[src/design/phash_pkg.sv]
// shared types, character codes and hash step functions for the path hash block
package phash_pkg;

  localparam int HashWidth = 32;
  localparam int CharWidth = 8;

  localparam logic [CharWidth-1:0] NUL_CHAR       = 8'h00;
  localparam logic [CharWidth-1:0] QUOTE_CHAR     = 8'h22;
  localparam logic [CharWidth-1:0] BACKSLASH_CHAR = 8'h5C;
  localparam logic [CharWidth-1:0] SLASH_CHAR     = 8'h2F;
  localparam logic [CharWidth-1:0] UPPER_A        = 8'h41;
  localparam logic [CharWidth-1:0] UPPER_Z        = 8'h5A;
  localparam logic [CharWidth-1:0] CASE_OFFSET    = 8'd32;

  // one request as held in the input register
  typedef struct packed {
    logic [CharWidth-1:0] char_byte;
    logic                 start_req;
    logic [HashWidth-1:0] seed;
  } req_item_t;

  // input register contents handed to the core
  typedef struct packed {
    logic      valid;
    req_item_t item;
  } stage_t;

  // core to top: what the held request does this cycle
  typedef struct packed {
    logic                 take;
    logic                 emit;
    logic [HashWidth-1:0] hash;
  } step_t;

  function automatic logic [CharWidth-1:0] norm_char(input logic [CharWidth-1:0] b);
    logic [CharWidth-1:0] c;
    c = b;
    if (b inside {[UPPER_A:UPPER_Z]}) begin
      c = b + CASE_OFFSET;
    end else if (b == BACKSLASH_CHAR) begin
      c = SLASH_CHAR;
    end
    return c;
  endfunction

  function automatic logic [HashWidth-1:0] mix_char(input logic [HashWidth-1:0] h_in,
                                                    input logic [CharWidth-1:0] b);
    logic [CharWidth-1:0] c;
    logic [HashWidth-1:0] h;
    c = norm_char(b);
    h = h_in + {{(HashWidth-CharWidth){c[CharWidth-1]}}, c};
    h = h + (h << 10);
    h = h ^ (h >> 6);
    return h;
  endfunction

  function automatic logic [HashWidth-1:0] finish_hash(input logic [HashWidth-1:0] h_in);
    logic [HashWidth-1:0] h;
    h = h_in + (h_in << 3);
    h = h ^ (h >> 11);
    h = h + (h << 15);
    return h;
  endfunction

endpackage

[src/design/phash_req_if.sv]
// request and result channel interfaces for the path hash block
interface phash_req_if
  import phash_pkg::*;
();
  logic                 valid;
  logic                 ready;
  logic [CharWidth-1:0] char_byte;
  logic                 start_req;
  logic [HashWidth-1:0] seed;

  modport source (output valid, output char_byte, output start_req, output seed,
                  input ready);
  modport sink (input valid, input char_byte, input start_req, input seed,
                output ready);
endinterface

interface phash_res_if
  import phash_pkg::*;
();
  logic                 valid;
  logic                 ready;
  logic [HashWidth-1:0] hash_value;

  modport source (output valid, output hash_value, input ready);
  modport sink (input valid, input hash_value, output ready);
endinterface

[src/design/path_hash_one_at_a_time_unit.sv]
// an accepted request is held in the input register; a string end loads the result register
// throughput: one request per cycle when no end stalls (one mix step on the running hash)
// requests that end no string pass even while a result waits on the output
// a request that ends a string waits in the input register until the result register frees
// reset (synchronous, active high) clears both valid flags and leaves the block waiting
// for a start request, with a zero running hash and quoted mode off
module path_hash_one_at_a_time_unit
  import phash_pkg::*;
(
  input  logic       clk,
  input  logic       rst,
  phash_req_if.sink  req,
  phash_res_if.source res
);

  stage_t stage;
  step_t  step;
  logic   out_free;

  // result register: holds one finished hash until the sink takes it
  logic                 res_valid;
  logic [HashWidth-1:0] res_hash;

  // room in the result register this cycle, counting a take by the sink
  assign out_free = !res_valid || res.ready;

  phash_in_stage u_in_stage (
    .clk   (clk),
    .rst   (rst),
    .req   (req),
    .take  (step.take),
    .stage (stage)
  );

  phash_core u_core (
    .clk      (clk),
    .rst      (rst),
    .stage    (stage),
    .out_free (out_free),
    .step     (step)
  );

  // load a new result, or drop the old one once the sink takes it
  always_ff @(posedge clk) begin
    if (rst) begin
      res_valid <= 1'b0;
    end else if (step.emit) begin
      res_valid <= 1'b1;
    end else if (res.ready) begin
      res_valid <= 1'b0;
    end
  end

  always_ff @(posedge clk) begin
    if (step.emit) begin
      res_hash <= step.hash;
    end
  end

  assign res.valid      = res_valid;
  assign res.hash_value = res_hash;

endmodule

[src/design/phash_in_stage.sv]
// input register holding one request ahead of the hash core
module phash_in_stage
  import phash_pkg::*;
(
  input  logic            clk,
  input  logic            rst,
  phash_req_if.sink       req,
  input  logic            take,
  output stage_t          stage
);

  logic      held_valid;
  req_item_t held_item;

  assign req.ready = !held_valid || take;

  always_ff @(posedge clk) begin
    if (rst) begin
      held_valid <= 1'b0;
    end else if (req.valid && req.ready) begin
      held_valid <= 1'b1;
    end else if (take) begin
      held_valid <= 1'b0;
    end
  end

  always_ff @(posedge clk) begin
    if (req.valid && req.ready) begin
      held_item.char_byte <= req.char_byte;
      held_item.start_req <= req.start_req;
      held_item.seed      <= req.seed;
    end
  end

  assign stage.valid = held_valid;
  assign stage.item  = held_item;

endmodule

[src/design/phash_core.sv]
// string state registers with the per-byte mix and the final avalanche
module phash_core
  import phash_pkg::*;
(
  input  logic   clk,
  input  logic   rst,
  input  stage_t stage,
  input  logic   out_free,
  output step_t  step
);

  logic [HashWidth-1:0] running_hash;
  logic [HashWidth-1:0] running_hash_next;
  logic                 quoted_mode;
  logic                 quoted_mode_next;
  logic                 string_ended;
  logic                 string_ended_next;

  logic                 active;
  logic                 open_quote;
  logic                 quoted_eff;
  logic                 ends;
  logic                 go;
  logic [HashWidth-1:0] hash_base;
  logic [CharWidth-1:0] b;

  always_comb begin
    b          = stage.item.char_byte;
    active     = stage.item.start_req || !string_ended;
    open_quote = stage.item.start_req && (b == QUOTE_CHAR);
    quoted_eff = !stage.item.start_req && quoted_mode;
    ends       = active && !open_quote &&
                 ((b == NUL_CHAR) || (quoted_eff && (b == QUOTE_CHAR)));
    hash_base  = stage.item.start_req ? stage.item.seed : running_hash;
    go         = stage.valid && (!ends || out_free);
  end

  always_comb begin
    running_hash_next = running_hash;
    quoted_mode_next  = quoted_mode;
    string_ended_next = string_ended;
    if (go && active) begin
      if (open_quote) begin
        running_hash_next = hash_base;
        quoted_mode_next  = 1'b1;
        string_ended_next = 1'b0;
      end else if (ends) begin
        running_hash_next = hash_base;
        quoted_mode_next  = 1'b0;
        string_ended_next = 1'b1;
      end else begin
        running_hash_next = mix_char(hash_base, b);
        quoted_mode_next  = quoted_eff;
        string_ended_next = 1'b0;
      end
    end
  end

  always_ff @(posedge clk) begin
    if (rst) begin
      running_hash <= '0;
      quoted_mode  <= 1'b0;
      string_ended <= 1'b1;
    end else begin
      running_hash <= running_hash_next;
      quoted_mode  <= quoted_mode_next;
      string_ended <= string_ended_next;
    end
  end

  assign step.take = go;
  assign step.emit = go && ends;
  assign step.hash = finish_hash(hash_base);

`ifndef SYNTHESIS
  a_end_closes: assert property (@(posedge clk) disable iff (rst)
    step.emit |=> string_ended && !quoted_mode)
    else $error("string not closed after its result");

  a_no_take_empty: assert property (@(posedge clk) disable iff (rst)
    !stage.valid |-> !step.take)
    else $error("core took an empty input register");

  a_open_quote: assert property (@(posedge clk) disable iff (rst)
    (step.take && open_quote) |=> quoted_mode && !string_ended)
    else $error("opening quote did not enter quoted mode");
`endif

endmodule
[src/flat_wrapper.sv]
// flat-port wrapper written by rule: the top's interface ports become plain ports
module path_hash_one_at_a_time_unit_flat import phash_pkg::*;
  (clk, rst, req_valid, req_char_byte, req_start_req, req_seed, req_ready, res_valid, res_hash_value, res_ready);
  phash_req_if req_i ();
  phash_res_if res_i ();
  input  logic clk;
  input  logic rst;
  input wire logic [$bits(req_i.valid)-1:0] req_valid;
  input wire logic [$bits(req_i.char_byte)-1:0] req_char_byte;
  input wire logic [$bits(req_i.start_req)-1:0] req_start_req;
  input wire logic [$bits(req_i.seed)-1:0] req_seed;
  output wire logic [$bits(req_i.ready)-1:0] req_ready;
  output wire logic [$bits(res_i.valid)-1:0] res_valid;
  output wire logic [$bits(res_i.hash_value)-1:0] res_hash_value;
  input wire logic [$bits(res_i.ready)-1:0] res_ready;
  assign req_i.valid = req_valid;
  assign req_i.char_byte = req_char_byte;
  assign req_i.start_req = req_start_req;
  assign req_i.seed = req_seed;
  assign req_ready = req_i.ready;
  assign res_valid = res_i.valid;
  assign res_hash_value = res_i.hash_value;
  assign res_i.ready = res_ready;
  path_hash_one_at_a_time_unit u_core (.clk(clk), .rst(rst), .req(req_i), .res(res_i));
endmodule
[config.mk]
export PLATFORM = sky130hd
export DESIGN_NAME = path_hash_one_at_a_time_unit_flat
export DESIGN_NICKNAME = d
export VERILOG_FILES = /design/src/design/phash_pkg.sv /design/src/design/phash_req_if.sv /design/src/design/path_hash_one_at_a_time_unit.sv /design/src/design/phash_in_stage.sv /design/src/design/phash_core.sv /design/src/flat_wrapper.sv
export SDC_FILE = /design/constraint.sdc
export NUM_CORES = 1
export LEC_CHECK = 0
export ABC_AREA = 1
export BUFFER_PORTS_ARGS = -buffer_cell sky130_fd_sc_hd__buf_2
export CORE_MARGIN = 2
export CORE_UTILIZATION = 56
export CTS_CLUSTER_DIAMETER = 100
export CTS_CLUSTER_SIZE = 16
export DETAILED_ROUTE_END_ITERATION = 16
export GPL_TIMING_DRIVEN = 0
export PLACE_DENSITY_LB_ADDON = 0.25
export SLEW_MARGIN = 20
export SYNTH_ARGS = -nofsm -noshare
export SYNTH_HDL_FRONTEND = slang
export SYNTH_SLANG_ARGS = --single-unit
[constraint.sdc]
create_clock -name clk -period 5.15 [get_ports clk]
set_input_delay 1.03 -clock clk [delete_from_list [all_inputs] [get_ports clk]]
set_output_delay 1.03 -clock clk [all_outputs]
set_load 0.005 [all_outputs]
==> results of run 1 <==
==> power breakdown <==
group	switching, µW	total (µW)	internal, µW
logic	4430	7470	3040
clock network	363	751	388
registers	43.1	1270	1230
total	4830	9490	4660
==> stage by stage <==
| stage | worst slack (ns) | total power (µW) | setup TNS [ns] | area [µm²] |
|---|---|---|---|---|
| floorplan | 0.0559 | 5680 | 0 | 10100 |
| global placement | -1.29 | 6830 | -29.92 | 10800 |
| detailed placement | -1.38 | 6920 | -9.95 | 10800 |
| CTS | -0.0775 | 8590 | -0.0924 | 12000 |
| global route | -0.221 | 10200 | -0.804 | 12600 |
| finish | 0.0145 | 9490 | 0 | 12600 |
==> registers in the layout, indices dropped and copies added, names as in the netlist <==
name	count
u_core.res.hash_value	32
u_core.res.valid	1
u_core.u_core.quoted_mode	1
u_core.u_core.running_hash	32
u_core.u_core.string_ended	1
u_core.u_in_stage.held_valid	1
u_core.u_in_stage.stage	41
==> worst register-to-register path: cells and delay by family (launching register included) <==
kind | cells | cell delay [ns]
AO/OA/AOI/OAI | 13 | 1.83
XOR/XNOR | 3 | 0.52
adder cells (fa/ha/maj) | 3 | 0.89
buffers and inverters | 7 | 0.73
flip-flops | 1 | 0.41
AND/OR/NAND/NOR | 6 | 0.50
==> area by class of cell <==
cell class,instances,area (µm²),area share
multi-input combinational,1073,7270,0.574
sequential,109,2910,0.230
timing repair buffer,158,1040,0.0820
inverter,183,689,0.0545
tap,229,287,0.0227
clock buffer,10,229,0.0181
buffer,24,146,0.0116
clock inverter,6,82.6,0.00653
==> cells in the final DEF, fill, tap and decap left out, types with 9 or more instances in the layout <==
| master | count |
|---|---|
| o21ai_0 | 15 |
| nor2_2 | 12 |
| nand3_1 | 70 |
| nand4_1 | 11 |
| nand2_2 | 54 |
| nor2_1 | 65 |
| nand2_1 | 362 |
| xnor2_1 | 28 |
| xor2_1 | 69 |
| nand3_2 | 16 |
| a21oi_1 | 102 |
| buf_4 | 75 |
| edfxtp_1 | 73 |
| o21ai_4 | 12 |
| buf_2 | 78 |
| dfxtp_1 | 36 |
| o21bai_1 | 12 |
| a21oi_2 | 16 |
| xor2_2 | 9 |
| nand2_4 | 12 |
| ha_1 | 70 |
| a31oi_1 | 14 |
| ha_4 | 24 |
| inv_2 | 26 |
| clkbuf_1 | 18 |
| inv_1 | 154 |
| clkbuf_16 | 10 |
| o21ai_1 | 12 |
==> kinds of logic (layout without fill, tap and decap cells) <==
group | after synthesis | in the layout | synth area share
mux | 2 | 2 | 0.00198
xor+xnor | 110 | 110 | 0.0996
compound gates | 233 | 234 | 0.135
fa+ha+maj | 99 | 99 | 0.125
simple gates | 628 | 628 | 0.273
buf+inv | 207 | 381 | 0.0768
flops | 109 | 109 | 0.288
==> routing by layer <==
layer | track usage | up-vias | routed length, µm | share of wire
met5 | 0 | - | 0 | 0
met4 | 0.158 | 0 | 1500 | 0.048
met3 | 0.0554 | 114 | 1970 | 0.063
met2 | 0.529 | 448 | 15300 | 0.49
met1 | 0.361 | 4700 | 12700 | 0.40
li1 | - | 4939 | - | -
==> repair_timing <==
action | in CTS | in global routing
cloned | 3 | 0
setup buffers | 52 | 30
setup endpoints to repair | 30 | 30
resized for setup | 98 | 97
pin swaps | 41 | 48
endpoints found under the hold margin | 0 | 0
==> final timing paths <==
check	slack, ns	to	startpoint	depth (start not counted)
setup / recovery	0.01	u_core.res.hash_value[31]	u_core.u_in_stage.stage[32]	32
hold / removal	0.47	u_core.u_core.running_hash[20]	u_core.u_core.running_hash[20]	2
setup reg to reg	0.01	u_core.res.hash_value[31]	u_core.u_in_stage.stage[32]	32
hold reg to reg	0.47	u_core.u_core.running_hash[20]	u_core.u_core.running_hash[20]	2
==> impl_metrics.csv, run 1 <==
group,metric,value,unit
cts,cts_hold_buf,0,
status,status,"completed",
final_layout,fill_cells,1374,
yosys,syn_avg_cell_area,7.29,µm²
yosys,yosysMostFrequentCell,"nand2_1",
final_layout,insertedDiodeCount,0,
place,place_congestion,0.947,
cts,clockBufferDepth,2,
yosys,seq_area_frac_synth,0.288,
timing,slew_violations,0,
grt,track_usage,0.305,
critical_path,worstPathRequired,5.26,ns
grt,antenna_found_initial,0,
routing,vias_per_cell,5.69,
place,dp_cells,1694,
cts,cts_tree,"yes",
timing,finalSetupViolCount,0,
cts,clk_pin_slew_worst_paths,0.08,ns
pwr,vdd_ir_drop_max,0.655,mV
cts,cts_buffers,9,
routing,drc,0,
critical_path,crit_path_end_kind,"flop",
yosys,synth_area_leaders,"edfxtp_1, nand2_1, ha_1",
routing,num_vias,10200,
yosys,synth_top_area_share,0.217,
critical_path,cpLargestDelayFamily,"compound AO/OA/AOI/OAI gates",
yosys,syn_area,10100,µm²
cts,clock_latency,0.38,ns
floorplan,die_y,138,µm
yosys,ys_types,53,
yosys,synth_top_cells_by_count,"nand2_1, inv_1, a21oi_1",
pwr,pwr_density_cell,751,nW/µm²
final_layout,stdcell_count,1792,
floorplan,fp.dieW,138,µm
floorplan,num_rows,49,
floorplan,start_util,0.567,
yosys,ys_ff_latch,109,
yosys,ys.flop_type,"edfxtp_1",
critical_path,critPathSlowestCell,"edfxtp_1",
yosys,synth_edf_count,73,
timing,slew_headroom,0.468,
routing,drt_wl_total,31.5,mm
critical_path,critPathLaunchType,"flop",
place,dp_hpwl,22.3,mm
critical_path,max_stage_delay,0.41,ns
timing,rsz0062_at_grt,"yes",
timing,holdWs,0.467,ns
grt,grt_max_degree,42,
timing,worst_pin_slew,0.797,ns
job,maxCapViolations,0,
final_layout,drive_above_1_share,0.253,
place,portBuffers,77,
timing,hold_violations,0,
yosys,syn_nets,1532,
cts,cts_sinks,109,
yosys,async_reset_ff_frac,0,
timing,fmax,195,MHz
hold_path,hold_path_class,"flop to flop",
routing,wl_per_cell,17.6,µm
routing,antenna_left,0,
floorplan,io_pins,79,
yosys,yosys.area.top_type,"edfxtp_1",
timing,period_needed,5.14,ns
critical_path,path_max_fanout,5,
grt,overflow,0,
floorplan,dieArea,19200,µm²
routing,drt_iter0_drc,836,
critical_path,path_class,"flop to flop",
timing,final.period_utilization,0.997,
final_layout,postLayoutCoreUtil,0.709,
critical_path,crit_arrival,5.25,ns
cts,cts_root_buffer,"clkbuf_16",
critical_path,cp_num_buf_inv,7,
cts,htree_levels,3,
grt,grt_pass1_wl,46.4,mm
floorplan,coreArea,17800,µm²
grt,grt_pass1_vias,9435,
final_layout,area_delta_synth_final,25.1,%
yosys,yosysWarnings,0,
final_layout,fin_nets,1702,
routing,dr.pass1.iters,5,
timing,finClkSkew,0.0129,ns
yosys,synthCells,1388,
pwr,power_leakage,0.00612,µW
(Power assumes the default switching activity.)
==> run 2: changes to the inputs <==
--- a/config.mk
+++ b/config.mk
@@ -8,3 +8,3 @@
 export ABC_AREA = 1
-export BUFFER_PORTS_ARGS = -buffer_cell sky130_fd_sc_hd__buf_2
+export BUFFER_PORTS_ARGS = -buffer_cell sky130_fd_sc_hd__buf_4
 export CORE_MARGIN = 2
==> constraint.sdc (replaced) <==
create_clock -name clk -period 5.15 [get_ports clk]
set_input_delay 0.7725 -clock clk [delete_from_list [all_inputs] [get_ports clk]]
set_output_delay 0.7725 -clock clk [all_outputs]
set_load 0.005 [all_outputs]
==> impl_metrics.csv, run 2 (synthesis gave the netlist of run 1 again) <==
group,metric,value,unit
hold_path,hold_path_class,"flop to flop",
grt,track_usage,0.303,
floorplan,num_rows,49,
place,place_congestion,0.951,
final_layout,layout_commonest_cell,"nand2_1",
routing,vias_per_cell,5.81,
place,dp_hpwl,22.7,mm
routing,num_vias,10400,
floorplan,io_pins,79,
floorplan,fp.dieW,138,µm
pwr,pwr_density_cell,748,nW/µm²
cts,clk_pin_slew_worst_paths,0.08,ns
timing,worst_pin_slew,0.805,ns
status,status,"finished with violations",
pwr,combPwrFrac,0.791,
critical_path,crit_arrival,5.63,ns
grt,antenna_found_initial,0,
timing,slew_violations,0,
critical_path,critPathLaunchType,"flop",
grt,grt_pass1_vias,9512,
critical_path,path_class,"flop to flop",
critical_path,max_stage_delay,0.54,ns
pwr,clockPowerShare,0.075,
cts,cts_tree,"yes",
timing,slew_headroom,0.463,
final_layout,largest_register_ffs,41,
floorplan,dieArea,19200,µm²
routing,antenna_left,0,
routing,dr.pass1.iters,8,
critical_path,path_max_fanout,8,
timing,hold_violations,0,
timing,finalSetupViolCount,7,
final_layout,insertedDiodeCount,0,
floorplan,coreArea,17800,µm²
final_layout,postLayoutCoreUtil,0.714,
final_layout,fill_cells,1373,
final_layout,fin_nets,1693,
grt,grt_max_degree,42,
cts,clock_latency,0.37,ns
pwr,vdd_ir_drop_max,0.657,mV
routing,drt_wl_total,32.3,mm
cts,cts_sinks,109,
place,portBuffers,77,
timing,final.period_utilization,1.07,
timing,rsz0062_at_grt,"yes",
final_layout,final_cell_mix,"nand2_1, inv_1, buf_4",
cts,htree_levels,3,
cts,cts_hold_buf,0,
timing,setup_ws,-0.352,ns
grt,grt_pass1_wl,46.6,mm
routing,drc,0,
timing,fmax,182,MHz
pwr,switching_share,0.521,
grt,overflow,0,
timing,finClkSkew,0.0128,ns
status,violations,"setup timing",
critical_path,worstPathRequired,5.28,ns
pwr,p_seq_frac,0.134,
critical_path,cp_num_buf_inv,2,
timing,period_needed,5.50,ns
final_layout,area_delta_synth_final,25.9,%
routing,wl_per_cell,18.1,µm
cts,clockBufferDepth,2,
routing,drt_iter0_drc,886,
cts,cts_buffers,9,
critical_path,critPathSlowestCell,"edfxtp_1",
floorplan,start_util,0.567,
pwr,p_switching,4960,µW
pwr,p_int,4560,µW
cts,cts_root_buffer,"clkbuf_16",
floorplan,die_y,138,µm
critical_path,cpLargestDelayFamily,"simple AND/OR/NAND/NOR gates",
job,maxCapViolations,0,
pwr,finalPower,9520,µW
pwr,power_leakage,0.00612,µW
critical_path,crit_path_end_kind,"flop",
final_layout,drive_above_1_share,0.252,
[run 2: through the flow]
step | hold WS (ns) | cells | worst slack, ns | setup TNS [ns] | area, µm²
2_1_floorplan | 0.440 | 1388 | 0.0559 | 0 | 10100
3_3_place_gp | 0.452 | 1694 | -1.31 | -28.57 | 11000
3_5_place_dp | 0.457 | 1695 | -1.40 | -7.69 | 11000
4_1_cts | 0.469 | 1750 | -0.132 | -0.270 | 11900
5_1_grt | 0.482 | 1783 | -0.514 | -2.24 | 12700
6_report | 0.468 | 1783 | -0.352 | -0.885 | 12700
[run 2: layout make-up]
type	instances	area [µm²]	area share
multi-input cells	1072	7260	0.570
flip-flops and latches	109	2910	0.229
repair buffers	150	1160	0.0909
inverters	183	687	0.0540
well taps	229	287	0.0225
clock buffers	10	239	0.0188
plain buffers	24	131	0.0103
clock inverters	6	57.6	0.00452
[run 2: worst reg2reg max path, delay by kind of cell (launching register included)]
family	cells	cell delay, ns
buf+inv	2	0.30
flops	1	0.54
compound gates	7	0.91
xor+xnor	3	0.82
simple gates	18	1.68
mux	1	0.23
fa+ha+maj	3	0.78
[run 2: layer usage]
| metal | global-route usage | routed length [µm] | up-vias | part of all wire |
|---|---|---|---|---|
| met5 | 0 | 0 | - | 0 |
| met4 | 0.153 | 1630 | 0 | 0.050 |
| met3 | 0.0378 | 2350 | 127 | 0.073 |
| met2 | 0.523 | 15700 | 524 | 0.49 |
| met1 | 0.373 | 12600 | 4793 | 0.39 |
| li1 | - | - | 4915 | - |
[run 2: worst paths after layout]
path | from | end | slack, ns | depth (start not counted)
worst max-delay path | u_core.u_in_stage.stage[32] | u_core.res.hash_value[30] | -0.35 | 34
worst min register to register | u_core.u_core.running_hash[21] | u_core.u_core.running_hash[21] | 0.47 | 2
worst min-delay path | u_core.u_core.running_hash[21] | u_core.u_core.running_hash[21] | 0.47 | 2
worst max register to register | u_core.u_in_stage.stage[32] | u_core.res.hash_value[30] | -0.35 | 34
[run 2: repair_timing]
item / CTS / global route
pin swaps: 33 / 52
gates resized for setup: 78 / 114
buffers inserted: 38 / 39
gates cloned: 1 / 0
endpoints found under the setup margin: 21 / 31
[run 2: power groups by stage]
stage / logic [µW] / registers (µW) / clock network (µW)
4_1_cts: 6420 / 1270 / 706
6_report: 7530 / 1270 / 712
3_5_place_dp: 5680 / 1290 / 0
2_1_floorplan: 4400 / 1280 / 0
5_1_grt: 8150 / 1280 / 743
3_3_place_gp: 5560 / 1280 / 0
